==> src/idq_pkg.sv <==
// Shared types and constants for the indexed deque.
package idq_pkg;

  localparam int unsigned DepthDefault     = 16;
  localparam int unsigned DataWidthDefault = 32;

  localparam int unsigned OpW      = 3;
  localparam int unsigned PosW     = 5;
  localparam int unsigned DataIoW  = 32;
  localparam int unsigned StatusW  = 2;
  localparam int unsigned CountIoW = 5;

  typedef enum logic [OpW-1:0] {
    OP_PUSH_BACK  = 3'd0,
    OP_PUSH_FRONT = 3'd1,
    OP_INSERT     = 3'd2,
    OP_POP_BACK   = 3'd3,
    OP_POP_FRONT  = 3'd4,
    OP_REMOVE     = 3'd5,
    OP_READ       = 3'd6
  } op_e;

  typedef enum logic [StatusW-1:0] {
    ST_OK    = 2'd0,
    ST_EMPTY = 2'd1,
    ST_RANGE = 2'd2,
    ST_FULL  = 2'd3
  } status_e;

  // Source of the target index for a shift or take
  typedef enum logic [1:0] {
    AT_COUNT,
    AT_ZERO,
    AT_POS,
    AT_LAST
  } at_sel_e;

  // Memory read address relative to the pointer
  typedef enum logic [1:0] {
    RD_PREV,
    RD_PTR,
    RD_NEXT
  } rd_sel_e;

  typedef struct packed {
    logic    capture;
    logic    load_up;
    logic    load_take;
    at_sel_e at_sel;
    logic    rd_en;
    rd_sel_e rd_sel;
    logic    wr_en;
    logic    wr_word;
    logic    ptr_inc;
    logic    ptr_dec;
    logic    cnt_inc;
    logic    cnt_dec;
    logic    grab;
    logic    load_out;
    status_e status;
  } dp_cmd_t;

  typedef struct packed {
    op_e  op;
    logic empty;
    logic full;
    logic in_range;
    logic up_done;
    logic dn_done;
    logic out_free;
  } dp_sts_t;

endpackage

==> src/idq_if.sv <==
// Request and response channel interfaces of the indexed deque.
interface idq_req_if;
  logic                              valid;
  logic                              ready;
  logic [idq_pkg::OpW-1:0]           op;
  logic signed [idq_pkg::PosW-1:0]   position;
  logic [idq_pkg::DataIoW-1:0]       data_in;

  modport source(output valid, op, position, data_in, input ready);
  modport sink(input valid, op, position, data_in, output ready);
endinterface

interface idq_rsp_if;
  logic                              valid;
  logic                              ready;
  logic [idq_pkg::DataIoW-1:0]       data_out;
  logic [idq_pkg::StatusW-1:0]       status;
  logic [idq_pkg::CountIoW-1:0]      count;

  modport source(output valid, data_out, status, count, input ready);
  modport sink(input valid, data_out, status, count, output ready);
endinterface

==> src/idq_datapath.sv <==
// Datapath: entry memory, count, shift pointer and result register.
module idq_datapath #(
  parameter int unsigned DEPTH      = idq_pkg::DepthDefault,
  parameter int unsigned DATA_WIDTH = idq_pkg::DataWidthDefault
) (
  input  logic                               clk_i,
  input  logic                               rst_ni,
  input  idq_pkg::dp_cmd_t                   cmd_i,
  output idq_pkg::dp_sts_t                   sts_o,
  input  logic [idq_pkg::OpW-1:0]            op_i,
  input  logic signed [idq_pkg::PosW-1:0]    position_i,
  input  logic [idq_pkg::DataIoW-1:0]        data_in_i,
  output logic                               out_valid_o,
  input  logic                               out_ready_i,
  output logic [idq_pkg::DataIoW-1:0]        data_out_o,
  output logic [idq_pkg::StatusW-1:0]        status_o,
  output logic [idq_pkg::CountIoW-1:0]       count_o
);

  localparam int unsigned CW = $clog2(DEPTH + 1);
  localparam int unsigned AW = $clog2(DEPTH);
  localparam int unsigned PW = (CW + 1 > idq_pkg::PosW) ? CW + 1 : idq_pkg::PosW;

  logic [DATA_WIDTH-1:0] mem_q [DEPTH];
  logic [DATA_WIDTH-1:0] rdata_q;

  idq_pkg::op_e                 op_q;
  logic signed [idq_pkg::PosW-1:0] pos_q;
  logic [DATA_WIDTH-1:0]        word_q;
  logic [DATA_WIDTH-1:0]        word_in;
  logic [DATA_WIDTH-1:0]        dout_q;
  logic [CW-1:0]                count_q, count_d;
  logic [CW-1:0]                ptr_q, ptr_d;
  logic [CW-1:0]                at_q, at_d;
  logic [CW-1:0]                at_val;
  logic [CW-1:0]                rd_idx;
  logic                         out_valid_q;
  logic [DATA_WIDTH-1:0]        out_data_q;
  idq_pkg::status_e             out_status_q;
  logic [CW-1:0]                out_count_q;

  logic signed [PW-1:0] pos_ext, cnt_s, pos_adj, pos_res;
  logic [CW-1:0]        rpos;

  if (DATA_WIDTH <= idq_pkg::DataIoW) begin : g_in_narrow
    assign word_in = data_in_i[DATA_WIDTH-1:0];
  end else begin : g_in_wide
    assign word_in = {{(DATA_WIDTH - idq_pkg::DataIoW){1'b0}}, data_in_i};
  end

  if (DATA_WIDTH >= idq_pkg::DataIoW) begin : g_out_wide
    assign data_out_o = out_data_q[idq_pkg::DataIoW-1:0];
  end else begin : g_out_narrow
    assign data_out_o = {{(idq_pkg::DataIoW - DATA_WIDTH){1'b0}}, out_data_q};
  end

  if (CW >= idq_pkg::CountIoW) begin : g_cnt_wide
    assign count_o = out_count_q[idq_pkg::CountIoW-1:0];
  end else begin : g_cnt_narrow
    assign count_o = {{(idq_pkg::CountIoW - CW){1'b0}}, out_count_q};
  end

  // Negative positions count from the end; still negative clamps to zero
  always_comb begin
    pos_ext = PW'(pos_q);
    cnt_s   = signed'(PW'(count_q));
    pos_adj = pos_ext[PW-1] ? pos_ext + cnt_s : pos_ext;
    pos_res = pos_adj[PW-1] ? '0 : pos_adj;
    rpos    = pos_res[CW-1:0];
  end

  always_comb begin
    unique case (cmd_i.at_sel)
      idq_pkg::AT_COUNT: at_val = count_q;
      idq_pkg::AT_ZERO:  at_val = '0;
      idq_pkg::AT_POS:   at_val = rpos;
      idq_pkg::AT_LAST:  at_val = count_q - CW'(1);
      default:           at_val = '0;
    endcase
  end

  always_comb begin
    unique case (cmd_i.rd_sel)
      idq_pkg::RD_PREV: rd_idx = ptr_q - CW'(1);
      idq_pkg::RD_PTR:  rd_idx = ptr_q;
      idq_pkg::RD_NEXT: rd_idx = ptr_q + CW'(1);
      default:          rd_idx = ptr_q;
    endcase
  end

  always_comb begin
    ptr_d = ptr_q;
    at_d  = at_q;
    priority if (cmd_i.load_up) begin
      at_d  = at_val;
      ptr_d = count_q;
    end else if (cmd_i.load_take) begin
      ptr_d = at_val;
    end else if (cmd_i.ptr_inc) begin
      ptr_d = ptr_q + CW'(1);
    end else if (cmd_i.ptr_dec) begin
      ptr_d = ptr_q - CW'(1);
    end
  end

  always_comb begin
    count_d = count_q;
    priority if (cmd_i.cnt_inc) begin
      count_d = count_q + CW'(1);
    end else if (cmd_i.cnt_dec) begin
      count_d = count_q - CW'(1);
    end
  end

  always_comb begin
    sts_o.op       = op_q;
    sts_o.empty    = (count_q == '0);
    sts_o.full     = (count_q == CW'(DEPTH));
    sts_o.in_range = (pos_res < cnt_s);
    sts_o.up_done  = (ptr_q == at_q);
    sts_o.dn_done  = ({1'b0, ptr_q} + (CW + 1)'(1) >= {1'b0, count_q});
    sts_o.out_free = !out_valid_q || out_ready_i;
  end

  // Single write port, single registered read port
  always_ff @(posedge clk_i) begin
    if (cmd_i.wr_en) begin
      mem_q[ptr_q[AW-1:0]] <= cmd_i.wr_word ? word_q : rdata_q;
    end
    if (cmd_i.rd_en) begin
      rdata_q <= mem_q[rd_idx[AW-1:0]];
    end
  end

  always_ff @(posedge clk_i) begin
    if (cmd_i.capture) begin
      op_q   <= idq_pkg::op_e'(op_i);
      pos_q  <= position_i;
      word_q <= word_in;
    end
    if (cmd_i.capture) begin
      dout_q <= '0;
    end else if (cmd_i.grab) begin
      dout_q <= rdata_q;
    end
    if (cmd_i.load_out) begin
      out_data_q   <= dout_q;
      out_status_q <= cmd_i.status;
      out_count_q  <= count_q;
    end
  end

  always_ff @(posedge clk_i or negedge rst_ni) begin
    if (!rst_ni) begin
      count_q     <= '0;
      ptr_q       <= '0;
      at_q        <= '0;
      out_valid_q <= 1'b0;
    end else begin
      count_q <= count_d;
      ptr_q   <= ptr_d;
      at_q    <= at_d;
      if (cmd_i.load_out) begin
        out_valid_q <= 1'b1;
      end else if (out_ready_i) begin
        out_valid_q <= 1'b0;
      end
    end
  end

  assign out_valid_o = out_valid_q;
  assign status_o    = out_status_q;

endmodule

==> src/idq_ctrl.sv <==
// Controller: sequences decode, entry shifts and result hand-off.
module idq_ctrl (
  input  logic             clk_i,
  input  logic             rst_ni,
  input  logic             in_valid_i,
  output logic             in_ready_o,
  input  idq_pkg::dp_sts_t sts_i,
  output idq_pkg::dp_cmd_t cmd_o
);

  typedef enum logic [3:0] {
    S_IDLE,
    S_DECODE,
    S_UP,
    S_UP_WR,
    S_TAKE_RD,
    S_TAKE_WAIT,
    S_DN,
    S_DN_WR,
    S_RESP
  } state_e;

  state_e            state_q, state_d;
  idq_pkg::status_e  st_q, st_d;
  logic              ready_q;

  always_comb begin
    state_d       = state_q;
    st_d          = st_q;
    cmd_o         = '0;
    cmd_o.at_sel  = idq_pkg::AT_ZERO;
    cmd_o.rd_sel  = idq_pkg::RD_PTR;
    cmd_o.status  = st_q;

    unique case (state_q)
      S_IDLE: begin
        if (in_valid_i) begin
          cmd_o.capture = 1'b1;
          state_d       = S_DECODE;
        end
      end
      S_DECODE: begin
        st_d    = idq_pkg::ST_OK;
        state_d = S_RESP;
        unique case (sts_i.op)
          idq_pkg::OP_PUSH_BACK, idq_pkg::OP_PUSH_FRONT: begin
            if (sts_i.full) begin
              st_d = idq_pkg::ST_FULL;
            end else begin
              cmd_o.load_up = 1'b1;
              cmd_o.at_sel  = (sts_i.op == idq_pkg::OP_PUSH_BACK) ?
                              idq_pkg::AT_COUNT : idq_pkg::AT_ZERO;
              state_d       = S_UP;
            end
          end
          idq_pkg::OP_INSERT: begin
            // range is checked before fullness
            priority if (!sts_i.in_range) begin
              st_d = idq_pkg::ST_RANGE;
            end else if (sts_i.full) begin
              st_d = idq_pkg::ST_FULL;
            end else begin
              cmd_o.load_up = 1'b1;
              cmd_o.at_sel  = idq_pkg::AT_POS;
              state_d       = S_UP;
            end
          end
          idq_pkg::OP_POP_BACK, idq_pkg::OP_POP_FRONT: begin
            if (sts_i.empty) begin
              st_d = idq_pkg::ST_EMPTY;
            end else begin
              cmd_o.load_take = 1'b1;
              cmd_o.at_sel    = (sts_i.op == idq_pkg::OP_POP_BACK) ?
                                idq_pkg::AT_LAST : idq_pkg::AT_ZERO;
              state_d         = S_TAKE_RD;
            end
          end
          idq_pkg::OP_REMOVE, idq_pkg::OP_READ: begin
            priority if (sts_i.empty) begin
              st_d = idq_pkg::ST_EMPTY;
            end else if (!sts_i.in_range) begin
              st_d = idq_pkg::ST_RANGE;
            end else begin
              cmd_o.load_take = 1'b1;
              cmd_o.at_sel    = idq_pkg::AT_POS;
              state_d         = S_TAKE_RD;
            end
          end
          default: begin
            state_d = S_RESP;
          end
        endcase
      end
      S_UP: begin
        // open the gap from the top down, then drop the new word in
        if (sts_i.up_done) begin
          cmd_o.wr_en   = 1'b1;
          cmd_o.wr_word = 1'b1;
          cmd_o.cnt_inc = 1'b1;
          state_d       = S_RESP;
        end else begin
          cmd_o.rd_en  = 1'b1;
          cmd_o.rd_sel = idq_pkg::RD_PREV;
          state_d      = S_UP_WR;
        end
      end
      S_UP_WR: begin
        cmd_o.wr_en   = 1'b1;
        cmd_o.ptr_dec = 1'b1;
        state_d       = S_UP;
      end
      S_TAKE_RD: begin
        cmd_o.rd_en  = 1'b1;
        cmd_o.rd_sel = idq_pkg::RD_PTR;
        state_d      = S_TAKE_WAIT;
      end
      S_TAKE_WAIT: begin
        cmd_o.grab = 1'b1;
        state_d    = (sts_i.op == idq_pkg::OP_READ) ? S_RESP : S_DN;
      end
      S_DN: begin
        if (sts_i.dn_done) begin
          cmd_o.cnt_dec = 1'b1;
          state_d       = S_RESP;
        end else begin
          cmd_o.rd_en  = 1'b1;
          cmd_o.rd_sel = idq_pkg::RD_NEXT;
          state_d      = S_DN_WR;
        end
      end
      S_DN_WR: begin
        cmd_o.wr_en   = 1'b1;
        cmd_o.ptr_inc = 1'b1;
        state_d       = S_DN;
      end
      S_RESP: begin
        if (sts_i.out_free) begin
          cmd_o.load_out = 1'b1;
          state_d        = S_IDLE;
        end
      end
      default: begin
        state_d = S_IDLE;
      end
    endcase
  end

  always_ff @(posedge clk_i or negedge rst_ni) begin
    if (!rst_ni) begin
      state_q <= S_IDLE;
      st_q    <= idq_pkg::ST_OK;
      ready_q <= 1'b1;
    end else begin
      state_q <= state_d;
      st_q    <= st_d;
      ready_q <= (state_d == S_IDLE);
    end
  end

  assign in_ready_o = ready_q;

endmodule

==> src/indexed_deque.sv <==
// Indexed deque: one operation at a time on an entry memory with one write port and one
// registered read port. Every entry shifted to open or close a gap (push front, insert,
// pop front, remove) takes a read state and then a write state, as the memory's read
// data is registered.
// A result waits in an output register, and the next item is accepted meanwhile.
module indexed_deque #(
  parameter int unsigned DEPTH      = idq_pkg::DepthDefault,
  parameter int unsigned DATA_WIDTH = idq_pkg::DataWidthDefault
) (
  input  logic        clk_i,
  input  logic        rst_ni,
  idq_req_if.sink     req_i,
  idq_rsp_if.source   rsp_o
);

  idq_pkg::dp_cmd_t cmd;
  idq_pkg::dp_sts_t sts;

  idq_ctrl u_ctrl (
    .clk_i      (clk_i),
    .rst_ni     (rst_ni),
    .in_valid_i (req_i.valid),
    .in_ready_o (req_i.ready),
    .sts_i      (sts),
    .cmd_o      (cmd)
  );

  idq_datapath #(
    .DEPTH      (DEPTH),
    .DATA_WIDTH (DATA_WIDTH)
  ) u_dp (
    .clk_i       (clk_i),
    .rst_ni      (rst_ni),
    .cmd_i       (cmd),
    .sts_o       (sts),
    .op_i        (req_i.op),
    .position_i  (req_i.position),
    .data_in_i   (req_i.data_in),
    .out_valid_o (rsp_o.valid),
    .out_ready_i (rsp_o.ready),
    .data_out_o  (rsp_o.data_out),
    .status_o    (rsp_o.status),
    .count_o     (rsp_o.count)
  );

endmodule

==> src/flat_wrapper.sv <==
// flat-port wrapper written by rule: the top's interface ports become plain ports
module indexed_deque_flat 
#(
  parameter int unsigned DEPTH      = idq_pkg::DepthDefault,
  parameter int unsigned DATA_WIDTH = idq_pkg::DataWidthDefault
)
  (clk_i, rst_ni, req_i_valid, req_i_op, req_i_position, req_i_data_in, req_i_ready, rsp_o_valid, rsp_o_data_out, rsp_o_status, rsp_o_count, rsp_o_ready);
  idq_req_if req_i_i ();
  idq_rsp_if rsp_o_i ();
  input  logic clk_i;
  input  logic rst_ni;
  input wire logic [$bits(req_i_i.valid)-1:0] req_i_valid;
  input wire logic [$bits(req_i_i.op)-1:0] req_i_op;
  input wire logic [$bits(req_i_i.position)-1:0] req_i_position;
  input wire logic [$bits(req_i_i.data_in)-1:0] req_i_data_in;
  output wire logic [$bits(req_i_i.ready)-1:0] req_i_ready;
  output wire logic [$bits(rsp_o_i.valid)-1:0] rsp_o_valid;
  output wire logic [$bits(rsp_o_i.data_out)-1:0] rsp_o_data_out;
  output wire logic [$bits(rsp_o_i.status)-1:0] rsp_o_status;
  output wire logic [$bits(rsp_o_i.count)-1:0] rsp_o_count;
  input wire logic [$bits(rsp_o_i.ready)-1:0] rsp_o_ready;
  assign req_i_i.valid = req_i_valid;
  assign req_i_i.op = req_i_op;
  assign req_i_i.position = req_i_position;
  assign req_i_i.data_in = req_i_data_in;
  assign req_i_ready = req_i_i.ready;
  assign rsp_o_valid = rsp_o_i.valid;
  assign rsp_o_data_out = rsp_o_i.data_out;
  assign rsp_o_status = rsp_o_i.status;
  assign rsp_o_count = rsp_o_i.count;
  assign rsp_o_i.ready = rsp_o_ready;
  indexed_deque #(.DEPTH(DEPTH), .DATA_WIDTH(DATA_WIDTH)) u_core (.clk_i(clk_i), .rst_ni(rst_ni), .req_i(req_i_i), .rsp_o(rsp_o_i));
endmodule
==> config.mk <==
export PLATFORM = sky130hd
export DESIGN_NAME = indexed_deque_flat
export DESIGN_NICKNAME = d
export VERILOG_FILES = /design/src/idq_pkg.sv /design/src/idq_if.sv /design/src/idq_datapath.sv /design/src/idq_ctrl.sv /design/src/indexed_deque.sv /design/src/flat_wrapper.sv
export SDC_FILE = /design/constraint.sdc
export NUM_CORES = 1
export LEC_CHECK = 0
export BUFFER_PORTS_ARGS = -buffer_cell sky130_fd_sc_hd__buf_4
export CAP_MARGIN = 30
export CORE_AREA = 2 2 289 291
export CTS_CLUSTER_SIZE = 16
export DETAILED_ROUTE_END_ITERATION = 6
export DIE_AREA = 0 0 291 293
export PLACE_DENSITY = 0.51
export SLEW_MARGIN = 10
export SYNTH_ARGS = -nofsm -noshare
export SYNTH_HDL_FRONTEND = slang
export SYNTH_HIERARCHICAL = 1
export SYNTH_SLANG_ARGS = --single-unit
export TNS_END_PERCENT = 20
==> constraint.sdc <==
create_clock -name clk_i -period 8.8 [get_ports clk_i]
set_clock_uncertainty 0.2 [all_clocks]
set_input_delay 0.88 -clock clk_i [delete_from_list [all_inputs] [get_ports clk_i]]
set_output_delay 0.88 -clock clk_i [all_outputs]
set_load 0.01 [all_outputs]
==> results of run 1 <==
==> cell families (layout without fill, tap and decap cells) <==
kind of cell	Yosys count	count (layout)
flops	678	678
buf+inv	250	289
simple gates	550	550
xor+xnor	27	27
compound gates	575	575
fa+ha+maj	23	23
mux	358	358
==> power groups by stage <==
stage          clock network [mW]  registers [mW]  logic [mW]
6_report                     3.21            4.75        5.50
5_1_grt                      3.43            4.79        6.03
4_1_cts                      3.30            4.75        5.51
3_5_place_dp                    0            4.81        5.51
3_3_place_gp                    0            4.82        5.33
2_1_floorplan                   0            4.57        4.26
==> flip-flops by register name (all words and copies together), names as in the netlist, 3 cells and up <==
signal / cells
u_core/u_dp/rdata_q: 32
u_core/u_dp/op_q: 3
u_core/u_ctrl/state_q: 4
u_core/u_dp/data_out_o: 32
u_core/u_dp/at_q: 5
u_core/u_dp/pos_q: 5
u_core/u_dp/dout_q: 32
u_core/u_dp/mem_q: 512
u_core/u_dp/count_o: 5
u_core/u_dp/count_q: 5
u_core/u_dp/word_q: 32
u_core/u_dp/ptr_q: 5
==> worst max-delay path, cell delays in order (launching register included) <==
cell and delay, ns:
dfrtp_4 0.80, inv_4 0.45, ha_1 0.73, ha_1 0.31
a21o_1 0.16, a21o_1 0.17, a21oi_1 0.13, o21ai_0 0.16
nand3b_1 0.26, inv_1 0.34, xnor2_4 0.17, buf_12 0.69
buf_4 0.53, nor3_1 0.08, a211o_1 0.26, o21ai_0 0.20
mux4_2 0.28
==> layout by cell type (no fill, tap or decap), types with 22 or more instances in the layout <==
master	netlist	final
ha_1	22	22
mux4_2	32	32
nand2_1	25	24
clkbuf_16	0	81
or3_1	128	128
o21ai_0	108	108
a211o_1	129	129
mux2i_1	292	292
nor3_1	276	271
buf_4	12	115
o311ai_0	128	128
o21ai_1	27	27
a21oi_1	140	140
nor2_1	70	57
mux2_2	34	34
dfxtp_1	32	32
clkbuf_1	119	22
edfxtp_1	623	623
==> per-layer routing <==
layer | track usage | part of all wire
met2 | 0.3387 | 0.47
met4 | 0.06609 | 0.026
met1 | 0.2789 | 0.45
met5 | 0 | 0
met3 | 0.02829 | 0.052
==> per-stage QoR <==
step / power [mW] / hold WS, ns / util
2_1_floorplan: 8.826 / 0.2076 / -
3_3_place_gp: 10.15 / 0.2149 / 0.4155
3_5_place_dp: 10.33 / 0.2184 / 0.4162
4_1_cts: 13.57 / 0.1980 / 0.4472
5_1_grt: 14.25 / 0.2112 / 0.4472
6_report: 13.46 / 0.2234 / 0.4472
==> how the worst max path moves through the flow <==
stage	cells after the start	endpoint	startpoint	slack, ns
after floorplan	15	u_core/u_ctrl/in_ready_o	u_core/u_dp/ptr_q[0]	3.19
after global placement	16	u_core/u_dp/rdata_q[28]	u_core/u_dp/ptr_q[0]	2.67
after detailed placement	16	u_core/u_dp/rdata_q[30]	u_core/u_dp/ptr_q[0]	2.55
after CTS	16	u_core/u_dp/rdata_q[30]	u_core/u_dp/ptr_q[0]	2.51
after global routing	16	u_core/u_dp/rdata_q[24]	u_core/u_dp/ptr_q[0]	2.04
final	16	u_core/u_dp/rdata_q[30]	u_core/u_dp/ptr_q[0]	2.35
==> cell type report <==
| type | count | area [sq um] |
|---|---|---|
| clock buffer | 108 | 2178 |
| clock inverter | 39 | 354.1 |
| fill | 7328 | 45240 |
| inverter | 17 | 66.31 |
| multi-input combinational | 1533 | 11670 |
| sequential | 678 | 19930 |
| tap | 1070 | 1339 |
| timing repair buffer | 125 | 1069 |
==> repair_timing <==
action                    4_1_cts  5_1_grt
gates resized for setup         0        0
hold buffers                    1        0
hold endpoints to repair       22        0
==> summary.txt, run 1 <==
Synth
  • Asr flop ratio synth: 0.03392
  • Largest family of logic cells by synthesized area: multiplexers
  • Simple-gate portion of the synthesized area: 0.08980
  • Area share of the largest cell type after synthesis: 0.5741
  • Register area share after synthesis: 0.6114
  • Net Count, Synth: about 2500
  • Post-synthesis average cell area: approximately 13 sq um
  • Xor-xnor portion of the synthesized cell area: 0.007947
  • Synth Area in Compound Gates: 0.1221
  • Synth top area cells: edfxtp_1, mux2i_1, nor3_1
  • Most common cell in the netlist: edfxtp_1
  • Unique masters post-synth: roughly 70
  • Synth top cells by count: edfxtp_1, mux2i_1, nor3_1
  • Mux share of post-synthesis cell area: 0.1236
  • Commonest register cell after synthesis: edfxtp_1
  • Cell area after synthesis: roughly 33000 sq um
  • #FFs+latches synth: between 600 and 700
  • Post-synthesis adder-cell area fraction: 0.009061
  • Synth area leader: edfxtp_1
  • EDFF count, synth: 623
  • Syn Inst Count: ~2500
  • Yosys warning total: 6

GRT
  • Pin count of the biggest net entering global routing: approximately 280
  • Initial antenna violation count: 1
  • GRT Resource Usage Total: 0.2046
  • Congestion Overflow GR: 0
  • First-pass GRT wire length: roughly 130000 um
  • Vias in the first global route: approximately 21000

Pwr
  • Seq pwr share: 0.353
  • Pwr per Cell Area: approximately 370 nW/um^2
  • Clock power share: 0.239
  • VDD IR-drop max: around 0.56 mV
  • Int Pwr: 8.300 mW
  • Sw frac: 0.3835
  • Static Leak: 12.57 nW
  • Switching power: slightly above 5 mW
  • Comb pwr share: 0.409

Place
  • DPL Wire Length: approximately 44000 um
  • IO buf count: between 80 and 90
  • Placed Instances: approximately 3400
  • DP Worst Slack: 2.554 ns
  • GPL Wtd Cong: 0.7769
  • Dpl cell area: 34060 sq um

Drt
  • Vias per cell: approximately 6
  • Residual DRC: 0
  • 1st-iter DRT viols: ~1600
  • WL final: roughly 90000 um
  • ANT nets after route: 0
  • Pre-antenna DRT Iters: 5
  • Via count: approximately 22000
  • Wire per inst: about 25 um

Min path
  • Hold path startpoint: u_core/u_dp/dout_q[20]
  • Worst min-delay path category: flop to flop
  • Hold Path End: u_core/u_dp/data_out_o[20]
  • Hold Path Stages: 0

Critical path
  • WP data arrival: approximately 6.7 ns
  • Startpoint Class: flop
  • Flop-to-flop setup slack: around 2.3 ns
  • FF-to-FF Start: u_core/u_dp/ptr_q[0]
  • Worst-path maximum fanout: roughly 220
  • CP Class: flop to flop
  • Reg2reg end: u_core/u_dp/rdata_q[30]
  • Critical Path RT: 9.07 ns
  • Element type at the critical path end: flop
  • Worst reg-to-reg path cell count: 16

Clock tree
  • CTS sink count: just under 700
  • Max clock buf depth: 3
  • Skew-Pair Late Insertion Delay: about 0.62 ns
  • Clock transition at path regs: 0.06 ns
  • CTS tree: done
  • CTS root buffer: clkbuf_16
  • Cts bufs inserted: 79
  • Post-CTS Setup Repair Bufs: 0
  • H-tree levels: 3

STA
  • Final setup margin: between 2 and 2.5 ns
  • Worst slew pin tran: roughly 1.2 ns
  • Setup-failing EPs final: 0
  • Slew Viols, Final: 0
  • Slew headroom: 0.2064
  • Highest clock rate: 154.9 MHz
  • Final period utilization: 0.7334
  • RSZ-0062 raised after global routing: no
  • Final Hold Vio Count: 0
  • TNS Setup: 0 ns
  • Minimum clock period: roughly 6.5 ns

Floorplan
  • Initial core utilization: 0.3982
  • Die Width: ~290 um
  • Area of the die: roughly 85000 sq um
  • Core ar.: just over 80000 sq um
  • IO Pins: between 80 and 90
  • Cell Rows: 105
  • Chip Height: a little under 300 um

Run
  • # Max-Cap Violations: 0

Final layout
  • Fin nets: between 2000 and 3000
  • ANT cells: 0
  • Layout Cells excl Fill: roughly 3600
  • Share of cells above drive strength 1: 0.1380
  • Design area: between 30000 and 40000 sq um
  • Area growth, synth to finish: 12.32%

Outcome
  • Status: finished, final reports clean
No activity file was read; power rests on OpenSTA's default activity.
==> run 2, diff against run 1 <==
==> constraint.sdc (replaced) <==
create_clock -name clk_i -period 6.05 [get_ports clk_i]
set_clock_uncertainty 0.2 [all_clocks]
set_input_delay 0.605 -clock clk_i [delete_from_list [all_inputs] [get_ports clk_i]]
set_output_delay 0.605 -clock clk_i [all_outputs]
set_load 0.01 [all_outputs]
==> run 2 against run 1 <==
Against the previous run:
- design area grew 2.4%
- final cell count grew 2.0%
- total power grew 48%
- non-clock buffer count grew 77
- maximum frequency grew 24%
- sequential cell count is the same
- critical path type unchanged
- highest routed layer unchanged
==> summary.txt, run 2 (synthesis results as in run 1) <==
GRT
  • First-pass GRT wire length: 133500 um
  • Vias in the first global route: 21720
  • Congestion Overflow GR: 0
  • GRT Resource Usage Total: 0.2061
  • Initial antenna violation count: 0
  • Pin count of the biggest net entering global routing: 132

Critical path
  • Element type at the critical path end: flop
  • Startpoint Class: flop
  • Critical Path RT: 6.37 ns
  • CP max stage delay: slightly below 0.7 ns
  • Worst path top cell family by delay: compound AO/OA/AOI/OAI gates
  • Critical path buffers and inverters: 1
  • Reg2reg end: u_core/u_dp/ptr_q[2]
  • WP data arrival: between 5 and 6 ns
  • FF-to-FF Start: u_core/u_dp/count_q[1]
  • CP max-delay cell: a221oi_1
  • CP Class: flop to flop
  • Worst-path maximum fanout: 10
  • Worst setup path startpoint: u_core/u_dp/count_q[1]
  • Flop-to-flop setup slack: ~0.83 ns
  • Crit-path cells: ha_1 > a21o_1 > and4_1 > nor3_1 > nor2_1 > ha_1 > o21ai_0 > a21oi_1 > a221oi_1 > inv_1 > o22a_1 > a311oi_1 > nand2_1 > nor2_1 > a21oi_1 > o31a_1 > a221oi_1
  • Worst reg-to-reg path cell count: 17

Place
  • Dpl cell area: 34560 sq um
  • DPL Wire Length: ~48000 um
  • IO buf count: between 80 and 90
  • DP Worst Slack: 0.8974 ns
  • Placed Instances: between 3000 and 4000
  • GPL Wtd Cong: slightly above 0.8

Pwr
  • Power, Total: roughly 20 mW
  • VDD IR-drop max: 0.3936 mV
  • Int Pwr: roughly 12 mW
  • Sw frac: 0.3812
  • Clock power share: 0.229
  • Comb pwr share: 0.431
  • Seq pwr share: 0.340
  • Static Leak: roughly 13 nW
  • Switching power: 7.593 mW
  • Pwr per Cell Area: around 530 nW/um^2

Final layout
  • Max FFs per register: 512
  • Most common cell after layout, fill and taps aside: edfxtp_1
  • FF/Latch Area: about 20000 sq um
  • Most frequent cells in the layout: edfxtp_1, mux2i_1, nor3_1
  • Design area: ~37000 sq um
  • Fin nets: about 2600
  • Share of cells above drive strength 1: 0.1490
  • Fin util: 0.4579
  • Area growth, synth to finish: 15.01%
  • Layout Cells excl Fill: about 3600
  • Number of fill cells: between 7000 and 8000
  • ANT cells: 0
  • Multi-input logic area: about 12000 sq um

Floorplan
  • Initial core utilization: 0.3982
  • Core ar.: 81850 sq um
  • IO Pins: 85
  • Area of the die: about 85000 sq um
  • Chip Height: 293 um
  • Cell Rows: 105
  • Die Width: 291 um

STA
  • TNS Setup: 0 ns
  • RSZ-0062 raised after global routing: no
  • Final Hold Vio Count: 0
  • Setup-failing EPs final: 0
  • Highest clock rate: between 150 and 200 MHz
  • Final hold slack: around 0.10 ns
  • Minimum clock period: between 5 and 6 ns
  • Slew headroom: 0.2657
  • Final period utilization: 0.8621
  • Slew Viols, Final: 0
  • Worst slew pin tran: about 1.1 ns
  • Final setup margin: between 0.8 and 0.9 ns

Drt
  • Via count: approximately 22000
  • Residual DRC: 0
  • WL final: a little under 90000 um
  • Wire per inst: roughly 24 um
  • Pre-antenna DRT Iters: 5
  • 1st-iter DRT viols: around 1500
  • ANT nets after route: 0
  • Vias per cell: 5.980

Clock tree
  • Skew-Pair Late Insertion Delay: ~0.62 ns
  • H-tree levels: 3
  • Cts bufs inserted: between 70 and 80
  • Clock transition at path regs: about 0.060 ns
  • CTS tree: done
  • CTS root buffer: clkbuf_16
  • CTS resizes: 0
  • CTS sink count: roughly 680
  • Max clock buf depth: 3

Run
  • # Max-Cap Violations: 0

Min path
  • Hold path startpoint: rsp_o_ready
  • Hold Path End: u_core/u_dp/out_valid_o
  • Hold Path Stages: 3
  • Worst min-delay path category: input pin to flop

Outcome
  • Status: finished, final reports clean
[run 2: worst min-delay path: stages]
cell and delay [ns]:
buf_4 0.07, nand2b_1 0.13, nand2b_1 0.06
[run 2: how the worst max path moves through the flow]
stage          cells past startpoint                        to
6_report                          17      u_core/u_dp/ptr_q[2]
2_1_floorplan                     15  u_core/u_ctrl/in_ready_o
4_1_cts                           16   u_core/u_dp/rdata_q[22]
3_5_place_dp                      15      u_core/u_dp/ptr_q[3]
3_3_place_gp                      17      u_core/u_dp/ptr_q[2]
5_1_grt                           16      u_core/u_dp/ptr_q[3]
[run 2: what timing repair did]
item                                   CTS  global route
endpoints found under the hold margin   63             0
buffers inserted                         0             0
hold buffers                            41             0
setup endpoints to repair                0             0
[run 2: final cells by class]
cell class	instances	area share
sequential	678	0.5318
multi-input combinational	1533	0.3113
clock buffer	112	0.06012
timing repair buffer	202	0.05294
tap	1070	0.03572
clock inverter	29	0.006376
inverter	17	0.001769
[run 2: per-layer routing]
layer	share of wire	up-vias	routed length (um)	GRT usage
met4	0.029	0	2581	0.06609
met2	0.49	539	43430	0.3549
met3	0.040	151	3579	0.02852
li1	-	9911	-	-
met1	0.44	11170	39440	0.2693
met5	0	-	0	0
[run 2: power groups by stage]
| stage | clock network, mW | registers, mW | logic (mW) |
|---|---|---|---|
| finish | 4.56 | 6.77 | 8.60 |
| global route | 4.87 | 6.82 | 9.39 |
| CTS | 4.70 | 6.77 | 8.61 |
| detailed placement | 0 | 6.85 | 8.57 |
| global placement | 0 | 6.85 | 8.37 |
| floorplan | 0 | 6.65 | 6.19 |
==> run 3, diff against run 2 <==
--- a/config.mk
+++ b/config.mk
@@ -11,7 +11,9 @@
 export CTS_CLUSTER_SIZE = 16
 export DETAILED_ROUTE_END_ITERATION = 6
 export DIE_AREA = 0 0 291 293
+export HOLD_SLACK_MARGIN = 0.15
 export PLACE_DENSITY = 0.51
+export RECOVER_POWER = 25
 export SLEW_MARGIN = 10
 export SYNTH_ARGS = -nofsm -noshare
 export SYNTH_HDL_FRONTEND = slang
==> run 3 against run 2 <==
Against the previous run:
- sequential share of layout area up 0.37 points
- largest cell class unchanged
- the run now ends with capacitance limit, slew limit left
- register-to-register slack is essentially flat
- highest routed layer unchanged
- final cell count is essentially flat
- critical endpoint is now u_core/u_dp/ptr_q[3]
- maximum frequency hardly changed
==> summary.txt, run 3 (synthesis results as in run 1) <==
Critical path
  • FF-to-FF Start: u_core/u_dp/count_q[1]
  • WP data arrival: ~5.5 ns
  • Element type at the critical path end: flop
  • Worst reg-to-reg path cell count: 15
  • Critical Path RT: 6.36 ns
  • Reg2reg end: u_core/u_dp/ptr_q[3]
  • Worst-path maximum fanout: 10
  • CP Class: flop to flop
  • Flop-to-flop setup slack: about 0.84 ns
  • Startpoint Class: flop

Pwr
  • Sw frac: 0.3813
  • Comb pwr share: 0.430
  • VDD IR-drop max: slightly below 0.4 mV
  • Switching power: approximately 7.6 mW
  • Pwr per Cell Area: around 530 nW/um^2
  • Int Pwr: approximately 12 mW
  • Clock power share: 0.230
  • Static Leak: 12.80 nW
  • Seq pwr share: 0.341
  • Power, Total: between 15 and 20 mW

Final layout
  • Multi-input logic area: about 12000 sq um
  • Area growth, synth to finish: 14.21%
  • Most frequent cells in the layout: edfxtp_1, mux2i_1, nor3_1
  • Max FFs per register: between 500 and 600
  • Number of fill cells: slightly above 7000
  • Most common cell after layout, fill and taps aside: edfxtp_1
  • Fin util: 0.4548
  • ANT cells: 0
  • Fin nets: about 2600
  • FF/Latch Area: 19930 sq um
  • Share of cells above drive strength 1: 0.1264

Drt
  • Via count: 21800
  • Residual DRC: 0
  • Pre-antenna DRT Iters: 5
  • Vias per cell: 5.985
  • 1st-iter DRT viols: between 1000 and 1500
  • WL final: just under 90000 um
  • Wire per inst: approximately 24 um
  • ANT nets after route: 0

GRT
  • Met1 usage: 0.2693
  • Pin count of the biggest net entering global routing: about 130
  • Initial antenna violation count: 0
  • Congestion Overflow GR: 0
  • Met2 Track Usage GR: 0.3551
  • Layer with the highest usage: met2
  • Met3 global-route usage: 0.02852
  • First-pass GRT wire length: between 100000 and 150000 um
  • Vias in the first global route: between 20000 and 25000
  • GRT Resource Usage Total: 0.2062

STA
  • Final Hold Vio Count: 0
  • Minimum clock period: 5.212 ns
  • RSZ-0062 raised after global routing: no
  • Slew Viols, Final: around 200
  • Highest clock rate: 191.8 MHz
  • Setup-failing EPs final: 0
  • Slew headroom: -0.9006
  • TNS Setup: 0 ns
  • Final period utilization: 0.8616
  • Worst slew pin tran: 2.851 ns
  • Final hold slack: ~0.23 ns

Clock tree
  • CTS resizes: 0
  • CTS root buffer: clkbuf_16
  • CTS tree: done
  • Cts bufs inserted: between 70 and 80
  • Clock transition at path regs: around 0.050 ns
  • Post-CTS Setup Repair Bufs: 0
  • Max clock buf depth: 3
  • CTS sink count: around 680
  • Hold_buf cts: 42
  • H-tree levels: 3
  • Skew-Pair Late Insertion Delay: ~0.62 ns

Floorplan
  • Cell Rows: 105
  • Area of the die: around 85000 sq um
  • Initial core utilization: 0.3982
  • Die Width: just under 300 um
  • IO Pins: 85
  • Core ar.: roughly 82000 sq um
  • Chip Height: about 290 um

Min path
  • Hold Path Stages: 0
  • Hold Path End: u_core/u_dp/data_out_o[3]
  • Hold path startpoint: u_core/u_dp/dout_q[3]
  • Worst min-delay path category: flop to flop

Place
  • DPL Wire Length: roughly 48000 um
  • IO buf count: between 80 and 90
  • GPL Wtd Cong: slightly above 0.8

Outcome
  • Failing checks: capacitance limit, slew limit
  • Status: finished, violations left

Run
  • # Max-Cap Violations: 8
## run 3: cell count changes in the layout (fill, tap and decap cells not counted), sizes merged
cell	before	now
buf	161	71
clkbuf	112	202
dlygate4sd3	41	42
## run 3: final cells by class
type                       count  share of cell area
multi-input combinational   1533              0.3119
clock inverter                29            0.006421
clock buffer                 112             0.06054
timing repair buffer         203             0.04790
tap                         1070             0.03597
inverter                      17            0.001782
sequential                   678              0.5355
## run 3: power groups by stage
stage | logic [mW] | registers [mW] | clock network, mW
after floorplan | 6.19 | 6.65 | 0
after global placement | 8.37 | 6.85 | 0
after detailed placement | 8.57 | 6.85 | 0
after CTS | 8.61 | 6.77 | 4.70
after global routing | 9.33 | 6.83 | 4.87
final | 8.54 | 6.77 | 4.57
## run 3: worst max-delay path, stage by stage (launching register included)
cell,delay [ns]
dfrtp_1,0.55
ha_1,0.30
a21o_1,0.21
and4_1,0.21
nor3_1,0.60
nor2_1,0.12
ha_1,0.30
o21ai_0,0.18
a21oi_1,0.09
a221oi_1,0.68
inv_1,0.17
o22a_1,0.19
a311oi_1,0.50
nand2_1,0.22
o31a_1,0.31
a221oi_1,0.27
## run 3: how the worst max path moves through the flow
stage                                 startpoint                       end  slack [ns]  depth (start not counted)
final                     u_core/u_dp/count_q[1]      u_core/u_dp/ptr_q[3]        0.84                         15
after global routing      u_core/u_dp/count_q[1]      u_core/u_dp/ptr_q[3]        0.40                         16
after CTS                   u_core/u_dp/ptr_q[1]   u_core/u_dp/rdata_q[22]        0.86                         16
after detailed placement  u_core/u_dp/count_q[1]      u_core/u_dp/ptr_q[3]        0.90                         15
after global placement    u_core/u_dp/count_q[1]      u_core/u_dp/ptr_q[2]        0.92                         17
after floorplan             u_core/u_dp/ptr_q[0]  u_core/u_ctrl/in_ready_o        0.44                         15
## run 3: through the flow
step,instance area [sq um],worst slack (ns),std cells
6_report,37220,0.8375,3642
5_1_grt,37220,0.3953,3642
4_1_cts,37470,0.8583,3641
3_5_place_dp,34560,0.8974,3458
3_3_place_gp,34480,0.9174,3455
2_1_floorplan,32590,0.4448,2461
## run 3: routing by layer
| layer | share of wire | vias up | wire length [um] |
|---|---|---|---|
| met5 | 0 | - | 0 |
| met4 | 0.029 | 0 | 2575 |
| met3 | 0.040 | 159 | 3605 |
| met2 | 0.48 | 559 | 43170 |
| met1 | 0.45 | 11160 | 39780 |
| li1 | - | 9922 | - |
